### src/hdl/htfd_pkg.sv
// ----------------------------------------------------------------------------
// htfd_pkg
// Shared constants, codes and the CRC-16/MODBUS byte update for the sensor
// read response decoder.
// ----------------------------------------------------------------------------
package htfd_pkg;

	// Field widths
	localparam int BYTE_W  = 8;
	localparam int WORD_W  = 16;
	localparam int STAT_W  = 3;
	localparam int POS_W   = 3;
	localparam int CFG_IDX_W = 2;

	// Frame header values
	localparam logic [BYTE_W-1:0] FUNC_CODE  = 8'h03;
	localparam logic [BYTE_W-1:0] BYTE_COUNT = 8'h04;

	// CRC-16/MODBUS
	localparam logic [WORD_W-1:0] CRC_INIT = 16'hFFFF;
	localparam logic [WORD_W-1:0] CRC_POLY = 16'hA001;

	// Status codes
	localparam logic [STAT_W-1:0] ST_OK       = 3'd0;
	localparam logic [STAT_W-1:0] ST_FUNC     = 3'd1;
	localparam logic [STAT_W-1:0] ST_COUNT    = 3'd2;
	localparam logic [STAT_W-1:0] ST_CRC      = 3'd3;
	localparam logic [STAT_W-1:0] ST_HUMIDITY = 3'd4;
	localparam logic [STAT_W-1:0] ST_TEMP     = 3'd5;

	// Byte positions within the frame
	localparam logic [POS_W-1:0] POS_FUNC   = 3'd0;
	localparam logic [POS_W-1:0] POS_COUNT  = 3'd1;
	localparam logic [POS_W-1:0] POS_HUM_HI = 3'd2;
	localparam logic [POS_W-1:0] POS_HUM_LO = 3'd3;
	localparam logic [POS_W-1:0] POS_TMP_HI = 3'd4;
	localparam logic [POS_W-1:0] POS_TMP_LO = 3'd5;
	localparam logic [POS_W-1:0] POS_CRC_LO = 3'd6;
	localparam logic [POS_W-1:0] POS_CRC_HI = 3'd7;

	// Configuration register indexes
	localparam logic [CFG_IDX_W-1:0] REG_HUM_MAX = 2'd0;
	localparam logic [CFG_IDX_W-1:0] REG_TMP_MIN = 2'd1;
	localparam logic [CFG_IDX_W-1:0] REG_TMP_MAX = 2'd2;

	// Register reset values
	localparam logic        [WORD_W-1:0] HUM_MAX_RST = 16'd1000;
	localparam logic signed [WORD_W-1:0] TMP_MIN_RST = -16'sd400;
	localparam logic signed [WORD_W-1:0] TMP_MAX_RST = 16'sd1250;

	// Fold one byte into the CRC, LSB first
	function automatic logic [WORD_W-1:0] crc_byte(
		input logic [WORD_W-1:0] crc_in,
		input logic [BYTE_W-1:0] data
	);
		logic [WORD_W-1:0] c;
		c = crc_in ^ {8'h00, data};
		for (int k = 0; k < BYTE_W; k++) begin
			if (c[0]) begin
				c = (c >> 1) ^ CRC_POLY;
			end else begin
				c = c >> 1;
			end
		end
		return c;
	endfunction

endpackage

### src/hdl/htfd_ifs.sv
// ----------------------------------------------------------------------------
// htfd channel interfaces
// Valid/ready channels for received bytes, decoded results and register writes.
// ----------------------------------------------------------------------------
interface htfd_byte_if;
	import htfd_pkg::*;
	logic              valid;
	logic              ready;
	logic [BYTE_W-1:0] rx_byte;
	logic              frame_start;
	modport source (output valid, rx_byte, frame_start, input ready);
	modport sink   (input valid, rx_byte, frame_start, output ready);
endinterface

interface htfd_result_if;
	import htfd_pkg::*;
	logic                     valid;
	logic                     ready;
	logic        [STAT_W-1:0] status;
	logic        [WORD_W-1:0] humidity_tenths;
	logic signed [WORD_W-1:0] temperature_tenths;
	modport source (output valid, status, humidity_tenths, temperature_tenths,
		input ready);
	modport sink   (input valid, status, humidity_tenths, temperature_tenths,
		output ready);
endinterface

interface htfd_cfg_if;
	import htfd_pkg::*;
	logic                 valid;
	logic                 ready;
	logic [CFG_IDX_W-1:0] index;
	logic [WORD_W-1:0]    data;
	modport source (output valid, index, data, input ready);
	modport sink   (input valid, index, data, output ready);
endinterface

### src/hdl/humidity_temp_frame_decoder_top.sv
// ----------------------------------------------------------------------------
// humidity_temp_frame_decoder_top
// Decodes the 8-byte sensor read response: header check, CRC-16/MODBUS,
// humidity and sign-magnitude temperature extraction with range checks.
//
//   channel  | dir | payload                                        | width
//   ---------+-----+------------------------------------------------+------
//   rx       | in  | rx_byte, frame_start                           | 8+1
//   res      | out | status, humidity_tenths, temperature_tenths    | 3+16+16
//   cfg      | in  | index, data (register write)                   | 2+16
//
// One byte is taken per cycle unless the input stage stalls. Each byte is held
// in the input register, then the CRC step and the checks update the frame
// state; the eighth byte loads the result register from the input register,
// so a result passes the input register and the result register. Reset clears
// the frame state and loads the register defaults. A result waiting in the
// output register stalls the input stage only when the next eighth byte needs
// that register.
// ----------------------------------------------------------------------------
module humidity_temp_frame_decoder_top (
	input  logic         clk,
	input  logic         arst_n,
	htfd_byte_if.sink    rx,
	htfd_result_if.source res,
	htfd_cfg_if.sink     cfg
);
	import htfd_pkg::*;

	// Configuration registers
	logic        [WORD_W-1:0] hum_max_q;
	logic signed [WORD_W-1:0] tmp_min_q;
	logic signed [WORD_W-1:0] tmp_max_q;

	// Input register
	logic              v_s1;
	logic [BYTE_W-1:0] byte_s1;
	logic              start_s1;

	// Frame state
	logic [POS_W-1:0]  pos_q;
	logic [WORD_W-1:0] crc_q;
	logic [STAT_W-1:0] err_q;
	logic [31:0]       payload_q;
	logic [BYTE_W-1:0] crc_lo_q;

	// Result register
	logic                     res_v_q;
	logic        [STAT_W-1:0] res_status_q;
	logic        [WORD_W-1:0] res_hum_q;
	logic signed [WORD_W-1:0] res_tmp_q;

	// Stage logic
	logic [POS_W-1:0]  pos_eff;
	logic [WORD_W-1:0] crc_eff;
	logic [STAT_W-1:0] err_eff;
	logic [WORD_W-1:0] crc_next;
	logic [STAT_W-1:0] err_next;
	logic [STAT_W-1:0] status_fin;
	logic [WORD_W-1:0] hum_w;
	logic [WORD_W-1:0] traw_w;
	logic signed [WORD_W-1:0] temp_w;
	logic last_byte;
	logic out_free;
	logic adv_s1;
	logic fire_s1;
	logic emit;

	// Configuration writes are always taken
	assign cfg.ready = 1'b1;

	always_ff @(posedge clk or negedge arst_n) begin
		if (!arst_n) begin
			hum_max_q <= HUM_MAX_RST;
			tmp_min_q <= TMP_MIN_RST;
			tmp_max_q <= TMP_MAX_RST;
		end else if (cfg.valid) begin
			unique case (cfg.index)
				REG_HUM_MAX: hum_max_q <= cfg.data;
				REG_TMP_MIN: tmp_min_q <= $signed(cfg.data);
				REG_TMP_MAX: tmp_max_q <= $signed(cfg.data);
				default: ;
			endcase
		end
	end

	// Handshake: the stage moves unless it must emit into a busy output
	assign out_free  = !res_v_q || res.ready;
	assign pos_eff   = start_s1 ? POS_FUNC : pos_q;
	assign last_byte = (pos_eff == POS_CRC_HI);
	assign adv_s1    = !last_byte || out_free;
	assign fire_s1   = v_s1 && adv_s1;
	assign emit      = fire_s1 && last_byte;
	assign rx.ready  = !v_s1 || adv_s1;

	// Input register
	always_ff @(posedge clk or negedge arst_n) begin
		if (!arst_n) begin
			v_s1 <= 1'b0;
		end else if (rx.ready) begin
			v_s1 <= rx.valid;
		end
	end

	always_ff @(posedge clk) begin
		if (rx.ready && rx.valid) begin
			byte_s1  <= rx.rx_byte;
			start_s1 <= rx.frame_start;
		end
	end

	// Restart the frame on a start mark
	assign crc_eff  = start_s1 ? CRC_INIT : crc_q;
	assign err_eff  = start_s1 ? ST_OK : err_q;
	assign crc_next = crc_byte(crc_eff, byte_s1);

	// Decode the words and sign-magnitude temperature
	assign hum_w  = payload_q[31:16];
	assign traw_w = payload_q[15:0];
	assign temp_w = traw_w[15] ? -$signed({1'b0, traw_w[14:0]})
		: $signed({1'b0, traw_w[14:0]});

	// Header errors
	always_comb begin
		err_next = err_eff;
		if (err_eff == ST_OK) begin
			if (pos_eff == POS_FUNC && byte_s1 != FUNC_CODE) begin
				err_next = ST_FUNC;
			end else if (pos_eff == POS_COUNT && byte_s1 != BYTE_COUNT) begin
				err_next = ST_COUNT;
			end
		end
	end

	// Final status: earliest error wins
	always_comb begin
		priority if (err_eff != ST_OK) begin
			status_fin = err_eff;
		end else if ({byte_s1, crc_lo_q} != crc_eff) begin
			status_fin = ST_CRC;
		end else if (hum_w > hum_max_q) begin
			status_fin = ST_HUMIDITY;
		end else if (temp_w < tmp_min_q || temp_w > tmp_max_q) begin
			status_fin = ST_TEMP;
		end else begin
			status_fin = ST_OK;
		end
	end

	// Advance frame state
	always_ff @(posedge clk or negedge arst_n) begin
		if (!arst_n) begin
			pos_q <= POS_FUNC;
			crc_q <= CRC_INIT;
			err_q <= ST_OK;
		end else if (fire_s1) begin
			if (last_byte) begin
				pos_q <= POS_FUNC;
				crc_q <= CRC_INIT;
				err_q <= ST_OK;
			end else begin
				pos_q <= pos_eff + 3'd1;
				crc_q <= (pos_eff == POS_CRC_LO) ? crc_eff : crc_next;
				err_q <= err_next;
			end
		end
	end

	// Capture payload and received CRC low byte
	always_ff @(posedge clk) begin
		if (fire_s1) begin
			unique case (pos_eff)
				POS_HUM_HI: payload_q[31:24] <= byte_s1;
				POS_HUM_LO: payload_q[23:16] <= byte_s1;
				POS_TMP_HI: payload_q[15:8]  <= byte_s1;
				POS_TMP_LO: payload_q[7:0]   <= byte_s1;
				POS_CRC_LO: crc_lo_q         <= byte_s1;
				POS_FUNC, POS_COUNT, POS_CRC_HI: ;
			endcase
		end
	end

	// Result register: load on the eighth byte, drop on transfer
	always_ff @(posedge clk or negedge arst_n) begin
		if (!arst_n) begin
			res_v_q <= 1'b0;
		end else if (emit) begin
			res_v_q <= 1'b1;
		end else if (res.ready) begin
			res_v_q <= 1'b0;
		end
	end

	always_ff @(posedge clk) begin
		if (emit) begin
			res_status_q <= status_fin;
			res_hum_q    <= hum_w;
			res_tmp_q    <= temp_w;
		end
	end

	assign res.valid              = res_v_q;
	assign res.status             = res_status_q;
	assign res.humidity_tenths    = res_hum_q;
	assign res.temperature_tenths = res_tmp_q;

`ifndef ASSERT_OFF
	a_emit_loads: assert property (@(posedge clk) disable iff (!arst_n)
		emit |=> res_v_q)
		else $error("eighth byte did not load the result register");

	a_frame_restart: assert property (@(posedge clk) disable iff (!arst_n)
		emit |=> (pos_q == POS_FUNC && crc_q == CRC_INIT && err_q == ST_OK))
		else $error("frame state not restarted after result");

	a_err_position: assert property (@(posedge clk) disable iff (!arst_n)
		(err_q != ST_OK) |-> (pos_q != POS_FUNC))
		else $error("error pending at frame start position");

	a_status_range: assert property (@(posedge clk) disable iff (!arst_n)
		res_v_q |-> (res_status_q <= ST_TEMP))
		else $error("status code out of range");

	a_stall_cause: assert property (@(posedge clk) disable iff (!arst_n)
		!rx.ready |-> (v_s1 && last_byte && res_v_q && !res.ready))
		else $error("input stalled without a blocked result");
`endif

endmodule

### src/flat_wrapper.sv
// flat-port wrapper written by rule: the top's interface ports become plain ports
module humidity_temp_frame_decoder_top_flat import htfd_pkg::*;
  (clk, arst_n, rx_valid, rx_rx_byte, rx_frame_start, rx_ready, res_valid, res_status, res_humidity_tenths, res_temperature_tenths, res_ready, cfg_valid, cfg_index, cfg_data, cfg_ready);
  htfd_byte_if rx_i ();
  htfd_result_if res_i ();
  htfd_cfg_if cfg_i ();
  input  logic clk;
  input  logic arst_n;
  input wire logic [$bits(rx_i.valid)-1:0] rx_valid;
  input wire logic [$bits(rx_i.rx_byte)-1:0] rx_rx_byte;
  input wire logic [$bits(rx_i.frame_start)-1:0] rx_frame_start;
  output wire logic [$bits(rx_i.ready)-1:0] rx_ready;
  output wire logic [$bits(res_i.valid)-1:0] res_valid;
  output wire logic [$bits(res_i.status)-1:0] res_status;
  output wire logic [$bits(res_i.humidity_tenths)-1:0] res_humidity_tenths;
  output wire logic [$bits(res_i.temperature_tenths)-1:0] res_temperature_tenths;
  input wire logic [$bits(res_i.ready)-1:0] res_ready;
  input wire logic [$bits(cfg_i.valid)-1:0] cfg_valid;
  input wire logic [$bits(cfg_i.index)-1:0] cfg_index;
  input wire logic [$bits(cfg_i.data)-1:0] cfg_data;
  output wire logic [$bits(cfg_i.ready)-1:0] cfg_ready;
  assign rx_i.valid = rx_valid;
  assign rx_i.rx_byte = rx_rx_byte;
  assign rx_i.frame_start = rx_frame_start;
  assign rx_ready = rx_i.ready;
  assign res_valid = res_i.valid;
  assign res_status = res_i.status;
  assign res_humidity_tenths = res_i.humidity_tenths;
  assign res_temperature_tenths = res_i.temperature_tenths;
  assign res_i.ready = res_ready;
  assign cfg_i.valid = cfg_valid;
  assign cfg_i.index = cfg_index;
  assign cfg_i.data = cfg_data;
  assign cfg_ready = cfg_i.ready;
  humidity_temp_frame_decoder_top u_core (.clk(clk), .arst_n(arst_n), .rx(rx_i), .res(res_i), .cfg(cfg_i));
endmodule
### config.mk
export PLATFORM = sky130hd
export DESIGN_NAME = humidity_temp_frame_decoder_top_flat
export DESIGN_NICKNAME = d
export VERILOG_FILES = /design/src/hdl/htfd_pkg.sv /design/src/hdl/htfd_ifs.sv /design/src/hdl/humidity_temp_frame_decoder_top.sv /design/src/flat_wrapper.sv
export SDC_FILE = /design/constraint.sdc
export NUM_CORES = 1
export LEC_CHECK = 0
export ABC_AREA = 1
export BUFFER_PORTS_ARGS = -buffer_cell sky130_fd_sc_hd__buf_2
export CAP_MARGIN = 30
export CORE_UTILIZATION = 50
export CTS_CLUSTER_DIAMETER = 150
export DETAILED_ROUTE_END_ITERATION = 12
export PLACE_DENSITY = 0.69
export SLEW_MARGIN = 20
export SYNTH_ARGS = -nofsm -noshare
export SYNTH_HDL_FRONTEND = slang
export SYNTH_SLANG_ARGS = --single-unit
### constraint.sdc
create_clock -name clk -period 8.6 [get_ports clk]
set_input_delay 2.58 -clock clk [delete_from_list [all_inputs] [get_ports clk]]
set_output_delay 2.58 -clock clk [all_outputs]
set_load 0.05 [all_outputs]
After elaboration in Yosys (flattened, before gate mapping):

Cells that the tools add are included.

* flip-flop bits (word level): 156
* input bits: 32
* output and inout bits: 38
* word-level logic and storage cells: 94

* $add $sub $neg: 2
* order comparisons: 3
* eq/ne operators: 12
* multiplexer cells: 25
* bitwise gates (word level): 9
* reduce and logical (&&, ||, !) cells: 25

Operators with widths (number)
* $mux 16: 12
* $mux 3: 11
* $gt 16x16->1: 2
* $not 2->3: 8
* $lt 16x16->1: 1
* $ne 16x16->1: 1
* $neg 15->16: 1
* $reduce_and 2->1: 8
* $xor 16x8->16: 1
* $eq 3x3->1 const B: 4
* $ne 8x2->1 const B: 1
* $ne 8x3->1 const B: 1
* $eq 3x2->1 const B: 2
* $logic_not 3->1: 2
* $logic_and 1x1->1: 5
* $logic_or 1x1->1: 4
* $add 3x1->3 const B: 1
* $eq 3x1->1 const B: 1
* $logic_not 1->1: 3
* $reduce_bool 3->1: 1
* $eq 2x1->1 const B: 1
* $eq 2x2->1 const B: 1
* $logic_not 2->1: 1
* $mux 1: 2
* $reduce_bool 2->1: 1

Logic depth before layout (Yosys ltp):

Gate-level depths: netlist of run 1.

* depth in word-level cells: 20
* mapped depth: 22
* gate-level depth less buffers: 22

Worst setup path before layout of run 1:

No wires, ideal clock.

* kind: input -> output
* start point: input port res_ready
* end point: output port rx_ready
* arrival time: 3.148 ns
* required time: 6.020 ns
* setup slack: 2.872 ns
* stages: 2
* cell sequence: inv_1 -> nand4_1

* cells in the longest elaborated chain, start to end: 3

RTL lines
* from (decl): line flat_wrapper.sv:17 `input wire logic [$bits(res_i.ready)-1:0] res_ready;`
* $logic_or 1x1->1: line humidity_temp_frame_decoder_top.sv:87 `assign out_free = !res_v_q || res.ready;`
* $logic_or 1x1->1: line humidity_temp_frame_decoder_top.sv:90 `assign adv_s1 = !last_byte || out_free;`
* $logic_or 1x1->1: line humidity_temp_frame_decoder_top.sv:93 `assign rx.ready = !v_s1 || adv_s1;`
* to (decl): line flat_wrapper.sv:12 `output wire logic [$bits(rx_i.ready)-1:0] rx_ready;`

No other way between the ends.

Worst setup path after layout of run 1:

Same ends and word-level chain as after synthesis.

==> results.md, run 1 <==
* Status: completed
* CP Class: input port to output port
* Core ar. at 15300 um2
* Initial Util at 51.4%
* Final setup viols at 0
* Peak supply drop at 177 uV
* Fillers at 1343
* Worst EP arrival at 3.12 ns
* Power per standard cell area at 217 nW/um2
* Final instance area at 9060 um2
* Num ports at 70
* Most frequent cells in the layout: nand2_1, inv_1, edfxtp_1, o21ai_0, buf_2
* Ranking of synthesized cells by area: edfxtp_1, dfstp_2, dfrtp_1, nand2_1, ha_1
* EDFF count, synth at between 80 and 90
* Layout cells sized above 1 at 18.7%
* CTS resizes at 0
* WL final at 17100 um
* Fin crit period at around 5.7 ns
* Worst path cell trace: buf_2 -> inv_1 -> nand4_1 -> buf_2
* Asr flop ratio synth at 46.2%
* Vias/cell at roughly 5.1
* Slowest-stage cell, CP: buf_2
* Setup total negative slack at 0 ns
* Placed cell count at 1083
* Hold Path Class: flip-flop to flip-flop
* Initial antenna violation count at 0
* Post-Layout Cell Count at approximately 1100
* Post-synth top flop: edfxtp_1
* H-tree depth at 4
* CTS Buf Count at 17
* # rows at 45
* Layout area overhead at 15.0%
* Die ar. at around 16000 um2
* Vias in the first global route at 5373
* Iteration-0 DRC Markers at between 300 and 400
* Area leader, netlist: edfxtp_1
* Post-Place Worst Slack at a little under 3 ns
* Flops & latches, synth at approximately 160
* Num Clock Sinks at 156
* Synth top area share at 32.0%
* Nets at 980
* WHS at 0.459 ns
* Via Count at 5677
* Number of synthesis warnings at 0
* Slew margin rel. at 55.0%
* First-pass GRT wire length at 27600 um
* GR Util All Layers at 22.9%
* Skew final at roughly 0.0056 ns
* Max-slew violations at 0
* Yosys cell types at 37
* Drt wl/cell at 15.3 um
* First-pass DRT Iterations at 5
* Crit path top cell by count: buf_2
* Critical path peak fanout at 3
* Die width at 128 um
* CP peak stage delay at 0.25 ns
* Final hold violations at 0
* RD Place Congestion at 0.851
* Post-synthesis sequential area ratio at between 50% and 60%
* Leak Pwr at 0.00410 uW
* Die Height at 128 um
* Tcrit/Tclk final at 66.2%
* Final HPWL DP at 12300 um
* Setup WS post-layout at 2.90 ns
* Clock Pin Slew Worst Setup and Hold Paths at approximately 0.060 ns
* Hold_buf cts at 0
* Commonest non-fill, non-tap cell in the layout: nand2_1
* Unrepaired setup endpoints after global routing: no
* Grt ovf at 0
* DRT antenna net count at 0
* Worst slew pin tran at a little under 0.7 ns
* Fmax at 176 MHz
* I/O Buffers at 68
* CTS tree: built
* Clk_lat worst skew at 0.43 ns
* Syn Inst Count at 814
* Max_cap viols at 0
* Remaining DRCs at 0
* Placement Cell Area at 8450 um2
* Pin count of the biggest net entering global routing at between 70 and 80
* Syn Nets at 900
* Setup Fix Bufs, Post-CTS at 0
* Critical path startpoint category: input port
* CTS root buffer: clkbuf_16
* Post-Syn Area per Cell at roughly 9.7 um2
* Cell area after synthesis at a little under 8000 um2
* # diodes at 0
* Critical path capture point type: output port
* CP required at 6.02 ns
* Clock Path Buffers at 2
==> worst max-delay path: cells and delay by family <==
family | cells | cell delay, ns
and+or+nand+nor | 1 | 0.12
buffers and inverters | 3 | 0.41
==> worst paths after layout <==
path / start / end / slack, ns / cells after the start
setup / recovery: res_ready / rx_ready / 2.90 / 4
hold / removal: u_core.payload_q[16]$_DFFE_PP_ / u_core.res.humidity_tenths[0]$_DFFE_PP_ / 0.46 / 0
setup reg to reg: u_core.start_s1$_DFFE_PP_ / u_core.res.temperature_tenths[8]$_DFFE_PP_ / 4.94 / 12
hold reg to reg: u_core.payload_q[16]$_DFFE_PP_ / u_core.res.humidity_tenths[0]$_DFFE_PP_ / 0.46 / 0
max in group asynchronous: arst_n / u_core.crc_q[5]$_DFFE_PN1P_ / 5.80 / 3
min in group asynchronous: arst_n / u_core.tmp_max_q[12]$_DFFE_PN0P_ / 2.15 / 2
==> state kept, by name (all words and copies together) (netlist names) <==
name                           cells
u_core.byte_s1                     8
u_core.crc_lo_q                    8
u_core.res.valid                   1
u_core.hum_max_q                  16
u_core.crc_q                      16
u_core.payload_q                  32
u_core.err_q                       3
u_core.res.humidity_tenths        16
u_core.v_s1                        1
u_core.tmp_min_q                  16
u_core.res.status                  3
u_core.pos_q                       3
u_core.tmp_max_q                  16
u_core.start_s1                    1
u_core.res.temperature_tenths     16
==> layout make-up <==
type / count / area (um2) / share of cell area (%)
sequential: 156 / 4370 / 48.2
multi-input combinational: 521 / 2970 / 32.7
timing repair buffer: 78 / 453 / 5.00
inverter: 120 / 450 / 4.97
clock buffer: 21 / 440 / 4.86
tap: 211 / 264 / 2.91
clock inverter: 11 / 120 / 1.33
==> cell families (layout without fill, tap and decap cells) <==
logic type	Yosys count	count (layout)	share of synthesized area, %
AND/OR/NAND/NOR	304	304	16.7
AO/OA/AOI/OAI	131	131	8.85
adder cells (fa/ha/maj)	54	54	8.58
other	1	1	0.0476
buffers and inverters	137	230	6.92
XOR/XNOR	31	31	3.45
flip-flops	156	156	55.5
==> layer usage <==
metal | global-route usage [%] | up-vias | wire length [um]
li1 | - | 2844 | -
met1 | 30.0 | 2649 | 7920
met2 | 36.4 | 148 | 7900
met3 | 4.82 | 36 | 783
met4 | 10.7 | 0 | 524
met5 | 0 | - | 0
==> report_power, final <==
part | internal (uW) | switching [uW]
sequential | 882 | 58.1
combinational | 121 | 194
clock | 426 | 290
total | 1430 | 542
==> cells in the mapped netlist, types with 2 or more instances <==
cell type and n:
buf_4 2, nor2_2 5, nor4_1 4, or2_2 2, nand4_1 6, nor2_1 49, inv_1 118, a21oi_1 32
nand3_1 27, dfrtp_1 35, o21ai_0 76, nand2_2 8, edfxtp_1 84, ha_1 54, nand3b_1 2, clkbuf_1 13
nor3_1 8, xor2_1 22, o22ai_1 3, nor2_4 4, nand3_2 3, a31oi_1 10, o21a_1 4, inv_2 2
dfstp_2 37, o211ai_1 2, nand2_1 184, xnor2_1 9
==> stage by stage <==
step	total power (uW)	utilization, %
6_report	1970	59.2
5_1_grt	2070	59.2
4_1_cts	1980	58.9
3_5_place_dp	1260	55.2
3_3_place_gp	1250	55.0
2_1_floorplan	1170	-
(Power assumes the default switching activity.)
==> inputs of run 2 (changes only) <==
clock period = 5.5 ns   (was 8.6 ns; I/O delays follow)
==> results.md, run 2 (synthesis gave the netlist of run 1 again) <==
* Setup Fix Bufs, Post-CTS at 0 (unchanged)
* WL final at 17700 um (+3.3%)
* Initial antenna violation count at 0 (unchanged)
* Hold_buf cts at 0 (unchanged)
* Clock Pin Slew Worst Setup and Hold Paths at 0.06 ns (about the same)
* Placed cell count at 1083 (unchanged)
* Setup WS post-layout at 1.49 ns (-1.41 ns)
* Vias/cell at 5.14 (+1.2%)
* CTS resizes at 0 (unchanged)
* H-tree depth at 4 (unchanged)
* Unrepaired setup endpoints after global routing: no
* Worst path cell trace: buf_4 -> inv_2 -> nand2_1 -> inv_1 -> ha_1 -> ha_1 -> nand4_1 -> buf_2
* Critical path peak fanout at 24 (+21)
* # rows at 45 (unchanged)
* First-pass DRT Iterations at 5 (unchanged)
* Status: completed
* RD Place Congestion at 0.868 (+1.9%)
* Remaining DRCs at 0 (unchanged)
* Die Height at 128 um (unchanged)
* Iteration-0 DRC Markers at 514 (+62%)
* Most frequent cells in the layout: nand2_1, inv_1, edfxtp_1, o21ai_0, buf_2
* Peak supply drop at 422 uV (+140%)
* Tcrit/Tclk final at 72.9%
* Core ar. at 15300 um2 (unchanged)
* # diodes at 0 (unchanged)
* Max-slew violations at 0 (unchanged)
* Final hold violations at 0 (unchanged)
* Die width at 128 um (unchanged)
* Initial Util at 51.4% (unchanged)
* Hold Path Class: flip-flop to flip-flop
* CP peak stage delay at 0.33 ns (+0.08 ns)
* Max FFs per register at 32 (unchanged)
* Nets at 980 (unchanged)
* Commonest non-fill, non-tap cell in the layout: nand2_1
* Leak Pwr at 0.00415 uW (+1.3%)
* Pin count of the biggest net entering global routing at 39 (-47%)
* GR Util All Layers at 23.8% (+0.95 points)
* CTS Buf Count at 17 (unchanged)
* Fin crit period at roughly 4 ns
* Final setup viols at 0 (unchanged)
* CP required at 3.85 ns (-2.17 ns)
* Grt met1 use at 32.4% (+2.4 points)
* Vias in the first global route at 5536 (+3.0%)
* Critical path capture point type: output port
* Clk_lat worst skew at 0.43 ns (about the same)
* Post-Layout Cell Count at 1118 (unchanged)
* I/O Buffers at 68 (unchanged)
* Skew final at 0.0100 ns (+0.00437 ns)
* CTS tree: built
* Worst slew pin tran at 0.735 ns (+0.0618 ns)
* Worst path bufs/invs at 4 (+1)
* Slew margin rel. at 50.8% (-4.1 points)
* Total Power at 3290 uW (+67%)
* Slowest-stage cell, CP: buf_4
* Max_cap viols at 0 (unchanged)
* Num ports at 70 (unchanged)
* Clock Path Buffers at 2 (unchanged)
* CP Class: flip-flop to output port
* Crit path from: u_core.start_s1$_DFFE_PP_
* Drt wl/cell at 15.8 um (+3.3%)
* Crit path top cell by count: ha_1
* Grt ovf at 0 (unchanged)
* Worst reg2reg path startpoint: u_core.start_s1$_DFFE_PP_
* Die ar. at 16300 um2 (unchanged)
* Worst path top cell family by delay: buffers and inverters
* Via Count at 5743 (+1.2%)
* GR Util met3 at 5.23% (+0.42 points)
* Post-Place Worst Slack at 1.51 ns (-1.39 ns)
* Biggest register: u_core.payload_q
* Hold wc startpoint: u_core.payload_q[30]$_DFFE_PP_
* Fillers at 1309 (-2.5%)
* DRT antenna net count at 0 (unchanged)
* Fmax at 250 MHz
* Layout area overhead at 16.3%
* First-pass GRT wire length at 28800 um (+4.3%)
* GRT met2 Usage at 38.2% (+1.7 points)
* Final HPWL DP at 12700 um (+2.9%)
* Power per standard cell area at 359 nW/um2 (+65%)
* Layout cells sized above 1 at 19.0% (+0.22 points)
* Num Clock Sinks at 156 (unchanged)
* CTS root buffer: clkbuf_16
* Critical path startpoint category: flip-flop
* Worst EP arrival at 2.36 ns (-0.76 ns)
* GRT busiest layer: met2
* Setup total negative slack at 0 ns (unchanged)
[run 2: cell types whose count changed in the layout (fill, tap and decap cells not counted), sizes merged]
cell      change
inv           +1
bufinv        +4
clkinvlp      -2
clkbuf        -3
buf           +1
clkinv        -1
[run 2: cell type report]
cell class              instances  area [um2]  share of cell area, %
flip-flops and latches        156        4370                   47.7
multi-input cells             521        2970                   32.4
inverters                     120         450                   4.92
repair buffers                 78         438                   4.78
clock buffers                  19         433                   4.72
well taps                     211         264                   2.88
clock inverters                13         239                   2.61
[run 2: worst paths after layout]
check | endpoint | slack [ns] | cells past startpoint
setup / recovery | rx_ready | 1.49 | 8
hold / removal | u_core.res.humidity_tenths[14]$_DFFE_PP_ | 0.46 | 0
setup reg to reg | u_core.res.temperature_tenths[10]$_DFFE_PP_ | 1.76 | 12
hold reg to reg | u_core.res.humidity_tenths[14]$_DFFE_PP_ | 0.46 | 0
max in group asynchronous | u_core.crc_q[3]$_DFFE_PN1P_ | 3.53 | 2
min in group asynchronous | u_core.crc_q[14]$_DFFE_PN1P_ | 1.41 | 1
[run 2: through the flow]
stage | hold WS [ns] | util [%] | cell area [um2]
floorplan | 0.426 | - | 7880
global placement | 0.445 | 55.0 | 8430
detailed placement | 0.449 | 55.1 | 8440
CTS | 0.461 | 59.5 | 9110
global route | 0.464 | 59.8 | 9160
finish | 0.459 | 59.8 | 9160
[run 2: worst reg2reg max path, stage by stage, from the launching register on]
cell      delay [ns]
edfxtp_1        0.32
buf_4           0.33
inv_2           0.18
nand2_1         0.14
inv_1           0.07
ha_1            0.21
ha_1            0.26
nand3_1         0.11
nand2_1         0.26
inv_1           0.44
nand2_1         0.15
inv_1           0.51
buf_4           0.43
[run 2: routing by layer]
metal	routed length, um	share of wire, %	vias up
li1	-	-	2840
met1	8100	46	2703
met2	8280	47	175
met3	997	5.6	25
met4	311	1.8	0
met5	0	0	-
[run 2: power breakdown]
part	internal [uW]	switching, uW
Sequential	1380	88.3
Clock	857	476
Combinational	188	305
Total	2420	870
==> inputs of run 3 (changes only) <==
clock period = 3.9 ns   (was 5.5 ns; I/O delays follow)
==> results.md, run 3 (synthesis gave the netlist of run 1 again) <==
* Layout area overhead at 15.2%
* Placed cell count at 1085 (+0.18%)
* Most frequent cells in the layout: nand2_1, inv_1, edfxtp_1, o21ai_0, buf_2
* Vias in the first global route at 5548 (+0.22%)
* Initial antenna violation count at 0 (unchanged)
* Grt met1 use at 30.5% (-1.9 points)
* Vias/cell at 5.07 (-1.4%)
* Drt wl/cell at 15.6 um (-1.1%)
* Clk_lat worst skew at 0.42 ns (about the same)
* Fin crit period at 3.34 ns
* CP Class: flip-flop to output port
* Tcrit/Tclk final at 85.5%
* Int Pwr at 3160 uW (+30%)
* Remaining DRCs at 0 (unchanged)
* Biggest register: u_core.payload_q
* Final hold violations at 0 (unchanged)
* GR Util met3 at 5.07% (-0.17 points)
* H-tree depth at 4 (unchanged)
* CTS tree: built
* # rows at 45 (unchanged)
* Clock power share at 36.9% (-3.6 points)
* RD Place Congestion at 0.844 (-2.7%)
* DRT antenna net count at 0 (unchanged)
* Total Power at 4380 uW (+33%)
* Skew final at 0.00918 ns (-0.000839 ns)
* Commonest non-fill, non-tap cell in the layout: nand2_1
* Hold_buf cts at 0 (unchanged)
* Power per standard cell area at 483 nW/um2 (+34%)
* Critical path startpoint category: flip-flop
* CTS root buffer: clkbuf_16
* Max-slew violations at 0 (unchanged)
* Final Core Density at 59.3% (-0.56 points)
* Iteration-0 DRC Markers at 416 (-19%)
* Via Count at 5669 (-1.3%)
* GRT busiest layer: met2
* Critical path peak fanout at 9 (-63%)
* Die Height at 128 um (unchanged)
* Critical path capture point type: output port
* Fmax at between 200 and 300 MHz
* Clock Path Buffers at 2 (unchanged)
* Final HPWL DP at 12400 um (-1.9%)
* WL final at 17500 um (-1.0%)
* Die width at 128 um (unchanged)
* Num Clock Sinks at 156 (unchanged)
* Pin count of the biggest net entering global routing at 73 (+87%)
* Unrepaired setup endpoints after global routing: no
* Num ports at 70 (unchanged)
* GRT met2 Usage at 38.9% (+0.77 points)
* CP required at 2.73 ns (-1.12 ns)
* Clock Pin Slew Worst Setup and Hold Paths at 0.07 ns (about the same)
* Max_cap viols at 0 (unchanged)
* Sw Ratio at 28.0% (+1.6 points)
* Final setup viols at 0 (unchanged)
* Fillers at 1316 (+0.53%)
* Worst EP arrival at 2.17 ns (-0.19 ns)
* Core ar. at 15300 um2 (unchanged)
* NetSw at 1230 uW (+41%)
* Placement Cell Area at 8470 um2 (+0.33%)
* Nets at 981 (+0.10%)
* Peak supply drop at 357 uV (-15%)
* Layout cells sized above 1 at 19.1% (+0.089 points)
* Grt ovf at 0 (unchanged)
* # diodes at 0 (unchanged)
* CTS Buf Count at 17 (unchanged)
* Die ar. at 16300 um2 (unchanged)
* Worst slew pin tran at 0.779 ns (+0.0441 ns)
* Initial Util at 51.4% (unchanged)
* Slew margin rel. at 47.9% (-3.0 points)
* First-pass GRT wire length at 28200 um (-1.8%)
* Final instance area at 9080 um2 (-0.93%)
* Leak Pwr at 0.00412 uW (-0.71%)
* GR Util All Layers at 23.3% (-0.48 points)
* Logic pwr share at 15.9% (+0.9 points)
* Post-Layout Cell Count at 1119 (+0.089%)
* First-pass DRT Iterations at 5 (unchanged)
* Setup total negative slack at 0 ns (unchanged)
* Hold Path Class: flip-flop to flip-flop
* Status: completed
* I/O Buffers at 68 (unchanged)
* Sequential share of power at 47.2% (+2.6 points)
* Max FFs per register at 32 (unchanged)
* Setup Fix Bufs, Post-CTS at 0 (unchanged)
* CTS resizes at 0 (unchanged)
[run 3: cell count changes in the layout (fill, tap and decap cells not counted), sizes merged]
cell | previous run | this run
clkbuf | 19 | 21
buf | 78 | 79
clkinvlp | 1 | 0
inv | 122 | 124
clkinv | 4 | 6
bufinv | 6 | 1
[run 3: power groups by stage]
stage	clock network (uW)	registers, uW	logic [uW]
floorplan	0	2050	525
CTS	1640	2070	700
detailed placement	0	2100	692
global placement	0	2090	677
finish	1620	2070	696
global route	1700	2090	817
[run 3: critical path: stages (launching register included)]
cell and delay [ns]:
edfxtp_1 0.43, inv_2 0.20, nand2_1 0.13, inv_1 0.09, ha_1 0.17, ha_1 0.30, nand4_1 0.18, buf_2 0.25
[run 3: area by class of cell]
cell class	count	area, um2	share of cell area, %
Inverter	120	450	4.96
Timing Repair Buffer	79	447	4.92
Clock buffer	21	475	5.24
Sequential cell	156	4370	48.1
Multi-Input combinational cell	521	2960	32.6
Tap cell	211	264	2.91
Clock inverter	11	108	1.19
[run 3: path summary, 6_finish.rpt]
path	cells after the start	start	endpoint	slack, ns
max	7	u_core.start_s1$_DFFE_PP_	rx_ready	0.56
min	0	u_core.payload_q[16]$_DFFE_PP_	u_core.res.humidity_tenths[0]$_DFFE_PP_	0.45
max reg2reg	20	u_core.payload_q[0]$_DFFE_PP_	u_core.res.status[0]$_DFFE_PP_	0.67
min reg2reg	0	u_core.payload_q[16]$_DFFE_PP_	u_core.res.humidity_tenths[0]$_DFFE_PP_	0.45
max in group asynchronous	2	arst_n	u_core.crc_q[2]$_DFFE_PN1P_	2.76
min in group asynchronous	2	arst_n	u_core.tmp_min_q[7]$_DFFE_PN0P_	0.76
[run 3: stage by stage]
step,setup slack (ns),hold slack [ns]
after floorplan,0.788,0.426
final,0.564,0.452
after global routing,0.168,0.461
after global placement,0.829,0.448
after detailed placement,0.691,0.436
after CTS,0.538,0.451
[run 3: metal layers]
metal / wire length (um) / up-vias
li1: - / 2845
met4: 270 / 0
met2: 8420 / 164
met5: 0 / -
met3: 1030 / 21
met1: 7780 / 2639
